**src/rtl/core/mer_pkg.sv**
```systemverilog
// Shared types and codes for the midpoint ellipse rasterizer.
`timescale 1ns / 1ps

package mer_pkg;

    typedef logic [1:0] phase_t;
    typedef logic [3:0] state_t;
    typedef logic [1:0] emit_idx_t;

    localparam logic OP_START = 1'b0;
    localparam logic OP_STEP  = 1'b1;

    localparam phase_t PH_IDLE = 2'd0;
    localparam phase_t PH_R1   = 2'd1;
    localparam phase_t PH_R2   = 2'd2;
    localparam phase_t PH_DONE = 2'd3;

    localparam state_t ST_IDLE   = 4'd0;
    localparam state_t ST_SQX    = 4'd1;
    localparam state_t ST_SQY    = 4'd2;
    localparam state_t ST_ARY    = 4'd3;
    localparam state_t ST_AOY    = 4'd4;
    localparam state_t ST_UPD    = 4'd5;
    localparam state_t ST_ADDX   = 4'd6;
    localparam state_t ST_SUBY   = 4'd7;
    localparam state_t ST_SETTLE = 4'd8;
    localparam state_t ST_R2A    = 4'd9;
    localparam state_t ST_R2B    = 4'd10;
    localparam state_t ST_R2C    = 4'd11;
    localparam state_t ST_R2D    = 4'd12;
    localparam state_t ST_R2E    = 4'd13;
    localparam state_t ST_EMIT   = 4'd14;

    localparam emit_idx_t EMIT_LAST = 2'd3;

endpackage

```
**src/rtl/core/midpoint_ellipse_rasterizer.sv**
```systemverilog
// Top level of the midpoint ellipse rasterizer with its sequencer and shared datapath.
`timescale 1ns / 1ps

// A start word loads the center and radii and produces the four mirrored points of
// (0, radius_y); each step word advances the midpoint walk by one iteration and produces
// the four mirrored points of the new offset, one point per cycle while out_ready is high.
// The block takes one word at a time and is ready only between words. A start word runs
// its setup (four products through the one registered multiplier) before its points.
// A step word runs its offset update, two decision accumulations and slope test before
// its points. Any word, start or step, that leaves region 1 with y still above zero adds
// the five products of the region 2 decision value.
// A step word while idle or done is taken and produces nothing.
module midpoint_ellipse_rasterizer
    import mer_pkg::*;
#(
    parameter int COORD_BITS  = 10,
    parameter int RADIUS_BITS = 9
) (
    input  logic                           clk,
    input  logic                           rst_n,
    input  logic                           in_valid,
    output logic                           in_ready,
    input  logic                           opcode,
    input  logic [COORD_BITS-1:0]          center_x,
    input  logic [COORD_BITS-1:0]          center_y,
    input  logic [RADIUS_BITS-1:0]         radius_x,
    input  logic [RADIUS_BITS-1:0]         radius_y,
    output logic                           out_valid,
    input  logic                           out_ready,
    output logic signed [COORD_BITS+1:0]   point_x,
    output logic signed [COORD_BITS+1:0]   point_y,
    output logic                           last_of_step,
    output logic                           figure_done
);

    localparam int OUT_W = COORD_BITS + 2;
    localparam int SQ_W  = 2 * RADIUS_BITS;
    localparam int ST_W  = 3 * RADIUS_BITS + 7;
    localparam int CMP_W = ST_W + 2;
    localparam int DEC_W = 4 * RADIUS_BITS + 8;
    localparam int MA_W  = (SQ_W > COORD_BITS + 1) ? SQ_W : COORD_BITS + 1;
    localparam int MB_W  = (SQ_W > 2 * COORD_BITS + 2) ? SQ_W : 2 * COORD_BITS + 2;
    localparam int P_W   = MA_W + MB_W;

    state_t                  state_reg, state_next;
    phase_t                  phase_reg, phase_next;
    emit_idx_t               emit_idx_reg, emit_idx_next;
    logic                    add_x_reg, add_x_next;
    logic                    sub_y_reg, sub_y_next;

    logic [COORD_BITS-1:0]   cx_reg, cx_next;
    logic [COORD_BITS-1:0]   cy_reg, cy_next;
    logic [RADIUS_BITS-1:0]  ry_reg, ry_next;
    logic [COORD_BITS-1:0]   x_reg, x_next;
    logic [COORD_BITS-1:0]   y_reg, y_next;
    logic [SQ_W-1:0]         a2_reg, a2_next;
    logic [SQ_W-1:0]         b2_reg, b2_next;
    logic [ST_W-1:0]         stx_reg, stx_next;
    logic [ST_W-1:0]         sty_reg, sty_next;
    logic [DEC_W-1:0]        dec_reg, dec_next;
    logic [P_W-1:0]          prod_reg;

    logic [MA_W-1:0]         mul_a;
    logic [MB_W-1:0]         mul_b;
    logic [DEC_W-1:0]        dec_base;
    logic [DEC_W-1:0]        dec_mag;
    logic                    dec_sub;

    logic [DEC_W-1:0]        prod_ext;
    logic [DEC_W-1:0]        prod_x4;
    logic [DEC_W-1:0]        a2_x4;
    logic [DEC_W-1:0]        b2_x4;
    logic [DEC_W-1:0]        stx_x4;
    logic [DEC_W-1:0]        sty_x4;
    logic [CMP_W-1:0]        slope_rhs;
    logic [COORD_BITS:0]     t_val;
    logic [COORD_BITS-1:0]   ym_val;
    logic                    dec_neg;
    logic                    dec_zero;

    logic [OUT_W-1:0]        px_pos, px_neg, py_pos, py_neg;

    assign prod_ext  = DEC_W'(prod_reg);
    assign prod_x4   = {prod_ext[DEC_W-3:0], 2'b00};
    assign a2_x4     = DEC_W'({a2_reg, 2'b00});
    assign b2_x4     = DEC_W'({b2_reg, 2'b00});
    assign stx_x4    = DEC_W'({stx_reg, 2'b00});
    assign sty_x4    = DEC_W'({sty_reg, 2'b00});
    assign slope_rhs = CMP_W'(stx_reg) + CMP_W'({b2_reg, 1'b0}) + CMP_W'(a2_reg);
    assign t_val     = {x_reg, 1'b1};
    assign ym_val    = y_reg - COORD_BITS'(1);
    assign dec_neg   = dec_reg[DEC_W-1];
    assign dec_zero  = (dec_reg == '0);

    always_comb
    begin
        state_next    = state_reg;
        phase_next    = phase_reg;
        emit_idx_next = emit_idx_reg;
        add_x_next    = add_x_reg;
        sub_y_next    = sub_y_reg;
        cx_next       = cx_reg;
        cy_next       = cy_reg;
        ry_next       = ry_reg;
        x_next        = x_reg;
        y_next        = y_reg;
        a2_next       = a2_reg;
        b2_next       = b2_reg;
        stx_next      = stx_reg;
        sty_next      = sty_reg;
        mul_a         = '0;
        mul_b         = '0;
        dec_base      = dec_reg;
        dec_mag       = '0;
        dec_sub       = 1'b0;

        case (state_reg)
            ST_IDLE:
            begin
                emit_idx_next = '0;
                if (in_valid)
                begin
                    if (opcode == OP_START)
                    begin
                        cx_next    = center_x;
                        cy_next    = center_y;
                        ry_next    = radius_y;
                        x_next     = '0;
                        y_next     = COORD_BITS'(radius_y);
                        mul_a      = MA_W'(radius_x);
                        mul_b      = MB_W'(radius_x);
                        state_next = ST_SQX;
                    end
                    else if (phase_reg inside {PH_R1, PH_R2})
                    begin
                        add_x_next = (phase_reg == PH_R1) || dec_neg || dec_zero;
                        sub_y_next = (phase_reg == PH_R2) || !dec_neg;
                        state_next = ST_UPD;
                    end
                end
            end
            ST_SQX:
            begin
                a2_next    = SQ_W'(prod_reg);
                mul_a      = MA_W'(ry_reg);
                mul_b      = MB_W'(ry_reg);
                state_next = ST_SQY;
            end
            ST_SQY:
            begin
                b2_next    = SQ_W'(prod_reg);
                dec_base   = '0;
                dec_mag    = DEC_W'(a2_reg);
                mul_a      = MA_W'(a2_reg);
                mul_b      = MB_W'(ry_reg);
                state_next = ST_ARY;
            end
            ST_ARY:
            begin
                dec_mag    = prod_x4;
                dec_sub    = 1'b1;
                mul_a      = MA_W'(a2_reg);
                mul_b      = MB_W'(y_reg);
                state_next = ST_AOY;
            end
            ST_AOY:
            begin
                sty_next   = ST_W'({prod_reg, 1'b0});
                stx_next   = '0;
                dec_mag    = b2_x4;
                phase_next = PH_R1;
                state_next = ST_SETTLE;
            end
            ST_UPD:
            begin
                if (add_x_reg)
                begin
                    x_next   = x_reg + COORD_BITS'(1);
                    stx_next = stx_reg + ST_W'({b2_reg, 1'b0});
                end
                if (sub_y_reg)
                begin
                    y_next   = y_reg - COORD_BITS'(1);
                    sty_next = sty_reg - ST_W'({a2_reg, 1'b0});
                end
                dec_mag    = (phase_reg == PH_R1) ? b2_x4 : a2_x4;
                state_next = ST_ADDX;
            end
            ST_ADDX:
            begin
                if (add_x_reg)
                begin
                    dec_mag = stx_x4;
                end
                state_next = ST_SUBY;
            end
            ST_SUBY:
            begin
                if (sub_y_reg)
                begin
                    dec_mag = sty_x4;
                    dec_sub = 1'b1;
                end
                state_next = ST_SETTLE;
            end
            ST_SETTLE:
            begin
                state_next = ST_EMIT;
                if (phase_reg == PH_R1)
                begin
                    // The region 1 slope test, rewritten on the running step terms.
                    if (CMP_W'(sty_reg) <= slope_rhs)
                    begin
                        if (y_reg == '0)
                        begin
                            phase_next = PH_DONE;
                        end
                        else
                        begin
                            phase_next = PH_R2;
                            mul_a      = MA_W'(t_val);
                            mul_b      = MB_W'(t_val);
                            state_next = ST_R2A;
                        end
                    end
                end
                else if (y_reg == '0)
                begin
                    phase_next = PH_DONE;
                end
            end
            ST_R2A:
            begin
                mul_a      = MA_W'(b2_reg);
                mul_b      = MB_W'(prod_reg);
                state_next = ST_R2B;
            end
            ST_R2B:
            begin
                dec_base   = '0;
                dec_mag    = prod_ext;
                mul_a      = MA_W'(a2_reg);
                mul_b      = MB_W'(b2_reg);
                state_next = ST_R2C;
            end
            ST_R2C:
            begin
                dec_mag    = prod_x4;
                dec_sub    = 1'b1;
                mul_a      = MA_W'(ym_val);
                mul_b      = MB_W'(ym_val);
                state_next = ST_R2D;
            end
            ST_R2D:
            begin
                mul_a      = MA_W'(a2_reg);
                mul_b      = MB_W'(prod_reg);
                state_next = ST_R2E;
            end
            ST_R2E:
            begin
                dec_mag    = prod_x4;
                state_next = ST_EMIT;
            end
            ST_EMIT:
            begin
                if (out_ready)
                begin
                    emit_idx_next = emit_idx_reg + emit_idx_t'(1);
                    if (emit_idx_reg == EMIT_LAST)
                    begin
                        state_next = ST_IDLE;
                    end
                end
            end
            default:
            begin
                state_next = ST_IDLE;
            end
        endcase

        dec_next = dec_sub ? (dec_base - dec_mag) : (dec_base + dec_mag);
    end

    always_ff @(posedge clk or negedge rst_n)
    begin
        if (!rst_n)
        begin
            state_reg    <= ST_IDLE;
            phase_reg    <= PH_IDLE;
            emit_idx_reg <= '0;
            add_x_reg    <= 1'b0;
            sub_y_reg    <= 1'b0;
        end
        else
        begin
            state_reg    <= state_next;
            phase_reg    <= phase_next;
            emit_idx_reg <= emit_idx_next;
            add_x_reg    <= add_x_next;
            sub_y_reg    <= sub_y_next;
        end
    end

    always_ff @(posedge clk)
    begin
        cx_reg   <= cx_next;
        cy_reg   <= cy_next;
        ry_reg   <= ry_next;
        x_reg    <= x_next;
        y_reg    <= y_next;
        a2_reg   <= a2_next;
        b2_reg   <= b2_next;
        stx_reg  <= stx_next;
        sty_reg  <= sty_next;
        dec_reg  <= dec_next;
        prod_reg <= P_W'(mul_a) * P_W'(mul_b);
    end

    assign px_pos = OUT_W'(cx_reg) + OUT_W'(x_reg);
    assign px_neg = OUT_W'(cx_reg) - OUT_W'(x_reg);
    assign py_pos = OUT_W'(cy_reg) + OUT_W'(y_reg);
    assign py_neg = OUT_W'(cy_reg) - OUT_W'(y_reg);

    assign in_ready     = (state_reg == ST_IDLE);
    assign out_valid    = (state_reg == ST_EMIT);
    assign point_x      = emit_idx_reg[0] ? px_neg : px_pos;
    assign point_y      = emit_idx_reg[1] ? py_neg : py_pos;
    assign last_of_step = (emit_idx_reg == EMIT_LAST);
    assign figure_done  = (phase_reg == PH_DONE);

`ifndef SYNTH
    a_emit_has_figure: assert property (@(posedge clk) disable iff (!rst_n)
        out_valid |-> phase_reg != PH_IDLE)
        else $error("Points are offered while no figure is loaded.");

    a_last_frees_input: assert property (@(posedge clk) disable iff (!rst_n)
        out_valid && out_ready && last_of_step |=> in_ready && !out_valid)
        else $error("The block did not return to ready after the last point.");

    a_start_busy: assert property (@(posedge clk) disable iff (!rst_n)
        in_valid && in_ready && opcode == OP_START |=> !in_ready && !out_valid)
        else $error("A start word did not enter its setup sequence.");
`endif

endmodule
```
**config.mk**
```make
export PLATFORM = sky130hd
export DESIGN_NAME = midpoint_ellipse_rasterizer
export DESIGN_NICKNAME = d
export VERILOG_FILES = /design/src/rtl/core/mer_pkg.sv /design/src/rtl/core/midpoint_ellipse_rasterizer.sv
export SDC_FILE = /design/constraint.sdc
export NUM_CORES = 2
export LEC_CHECK = 0
export BUFFER_PORTS_ARGS = -buffer_cell sky130_fd_sc_hd__buf_2
export CORE_UTILIZATION = 40
export DETAILED_ROUTE_END_ITERATION = 10
export PLACE_DENSITY = 0.6
export SYNTH_ARGS = -nofsm -noshare
export SYNTH_HDL_FRONTEND = slang
export SYNTH_SLANG_ARGS = --single-unit
```
**constraint.sdc**
```tcl
create_clock -name clk -period 36.3 [get_ports clk]
set_input_delay 3.63 -clock clk [delete_from_list [all_inputs] [get_ports clk]]
set_output_delay 3.63 -clock clk [all_outputs]
set_load 0.1 [all_outputs]
```
==> results.json <==
{
  "status": "finished, final reports clean",
  "fin_skew_ns": 0.0542,
  "r2r_end": "prod_reg[38]",
  "grt_max_degree": 68,
  "fill_cells": 8011,
  "max-slew-margin-rel_pct": 11.9,
  "dieArea_um2": 81800,
  "clk_latency_ns": 0.63,
  "row_count": 103,
  "synth.most_common_cell": "inv_1",
  "fin_util_pct": 43.9,
  "synthCells": 3736,
  "cts_resized": 0,
  "rsz0062_at_grt": "false",
  "critical_path_arrival_ns": 13.87,
  "crit_start": "a2_reg[2]",
  "cpMostUsedCell": "fa_1",
  "largest_register_ff_count": 44,
  "chipHeight_um": 286,
  "synthTopCellsByArea": "fa_1 21%, edfxtp_1 14%, ha_1 11%",
  "gr-total-overflow": 0,
  "h-tree-depth": 1,
  "clkSinkCount": 245,
  "endpoint": "prod_reg[38]",
  "hold_class": "flip-flop to flip-flop",
  "port_buffers": 70,
  "crit_type": "flip-flop to flip-flop",
  "gp_congestion": 0.957,
  "vias": 27500,
  "synth_seq_cells": 245,
  "cp.required_ns": 36.84,
  "yosysWarnings": 0,
  "cts_made_buffers": 30,
  "fmax_ghz": 0.0750,
  "synth_cell_types": 93,
  "synth-edff-count": 151,
  "synth_compound_area_share_pct": 16.3,
  "cts.path.max_buffers": 3,
  "drc": 0,
  "grtUsageTotal_pct": 24.9,
  "yosys.area_share.simple_pct": 17.3,
  "syn_area_um2": 32300,
  "routed_wl_um": 102000,
  "avgSynthCellArea_um2": 8.64,
  "synth_top_area_cell": "fa_1",
  "muxShareOfSynthArea_pct": 0.194,
  "timing.rr.start": "a2_reg[2]",
  "cp-start-kind": "flip-flop",
  "dp_hpwl_um": 80800,
  "initialDrtViolationCount": 2558,
  "dr.pass1.iters": 8,
  "synth-xor-area-share_pct": 5.67,
  "post_drt_wl_per_cell_um": 21.1,
  "core_area_um2": 79400,
  "rr_worst_depth": 42,
  "synth_top_area_share_pct": 21.4,
  "critPathCaptureType": "flip-flop",
  "cts_tree": "done",
  "ios": 71,
  "synthFlopType": "edfxtp_1",
  "initial_core_util_pct": 40.6,
  "antenna_found_initial": 1,
  "yosys-top-cells-count": "521 x inv_1, 448 x nand2_1, 345 x fa_1",
  "path_max_fanout": 13,
  "final.min_clock_period_ns": 13.33,
  "die_w_um": 286,
  "tightest_slew_ns": 1.31,
  "yosysSeqAreaShare_pct": 20.0,
  "cts-hold-fix-buffers": 0,
  "clk_pin_slew_worst_paths_ns": 0.06,
  "slowest_delay_ns": 1.02,
  "slowest_stage": "o21ai_1",
  "ys_async_sr_fraction_pct": 4.08,
  "maxCapViolations": 0,
  "fin_crit_sh_pct": 36.7,
  "finalMaxSlewViolations": 0,
  "area_delta_synth_final_pct": 8.11,
  "finalNetCount": 4439,
  "setup_violations": 0,
  "grt_pass1_vias": 27000,
  "root_buffer": "clkbuf_16",
  "grt_pass1_wl_um": 158000,
  "drive_gt1_share_pct": 6.08,
  "report.final.hold_viol_count": 0,
  "synth_top_family_by_area": "adder cells",
  "antenna_left": 0,
  "synth_nets": 4415,
  "viasPerCell": 5.69,
  "setup_tns_ns": 0,
  "cts_setup_buffers": 0,
  "rrSetupSlack_ns": 22.97,
  "synth_fa_ha_area_share_pct": 32.7
}
cells by family after synthesis:
group / after synthesis
adder cells (fa/ha/maj): 636
XOR/XNOR: 209
flip-flops: 245
AO/OA/AOI/OAI: 783
buffers and inverters: 662
multiplexers: 6
AND/OR/NAND/NOR: 1195
final cells by class:
type / count / area, um2 / share of cell area [%]
antenna: 1 / 2.50 / 0.00718
clock buffer: 38 / 781 / 2.24
clock inverter: 17 / 176 / 0.506
inverter: 524 / 1970 / 5.64
multi-input combinational: 2829 / 23400 / 67.0
sequential: 245 / 6470 / 18.5
tap: 1050 / 1310 / 3.77
timing repair buffer: 130 / 801 / 2.30
cell usage in the layout, fill, tap and decap left out, types with 24 or more instances in the layout:
master     count
edfxtp_1     151
a211oi_1      24
ha_1         291
nor2_1       304
o21ai_0      178
buf_2         70
xnor2_1      144
dfxtp_1       84
nand2b_1      41
inv_1        521
nor2b_1       28
and2_1        81
nand2_1      448
buf_4         60
xor2_1        65
a22oi_1       33
clkbuf_16     30
fa_1         345
nor4_1        31
nand3_1       60
o21a_1        26
a222oi_1      35
and3_1        29
a21oi_1      189
a21o_1        71
nor3_1        53
worst min-delay path by stage:
| stage | start | end | slack, ns | cells after the start |
|---|---|---|---|---|
| 2_1_floorplan | prod_reg[4] | a2_reg[4] | 0.49 | 0 |
| 3_3_place_gp | dec_reg[0] | dec_reg[0] | 0.57 | 3 |
| 3_5_place_dp | prod_reg[6] | b2_reg[6] | 0.59 | 0 |
| 4_1_cts | prod_reg[5] | a2_reg[5] | 0.56 | 0 |
| 5_1_grt | prod_reg[2] | a2_reg[2] | 0.59 | 0 |
| 6_report | prod_reg[16] | b2_reg[16] | 0.59 | 0 |
metal layers:
layer / share of wire [%] / GRT usage, % / up-vias
met5: 0 / 0 / -
met4: 2.5 / 6.30 / 0
met1: 45 / 35.9 / 13500
met3: 9.1 / 4.44 / 142
met2: 43 / 38.2 / 1105
li1: - / - / 12700
critical path: cells and delay by family, from the launching register on:
family / cells / cell delay (ns)
buf+inv: 6 / 0.46
xor+xnor: 2 / 0.33
compound gates: 17 / 5.55
fa+ha+maj: 10 / 4.53
simple gates: 7 / 1.84
flops: 1 / 0.51
per-stage QoR:
stage	std cells	hold slack (ns)	instance area, um2	worst slack (ns)
after floorplan	3736	0.490	32300	24.89
after global placement	4778	0.571	33900	23.34
after detailed placement	4778	0.592	33900	23.23
after CTS	4833	0.564	34900	23.16
after global routing	4833	0.590	34900	22.43
final	4834	0.593	34900	22.97
Power is not shown: default switching activity piles up to over one toggle a cycle in this logic, so the estimate is an artifact.
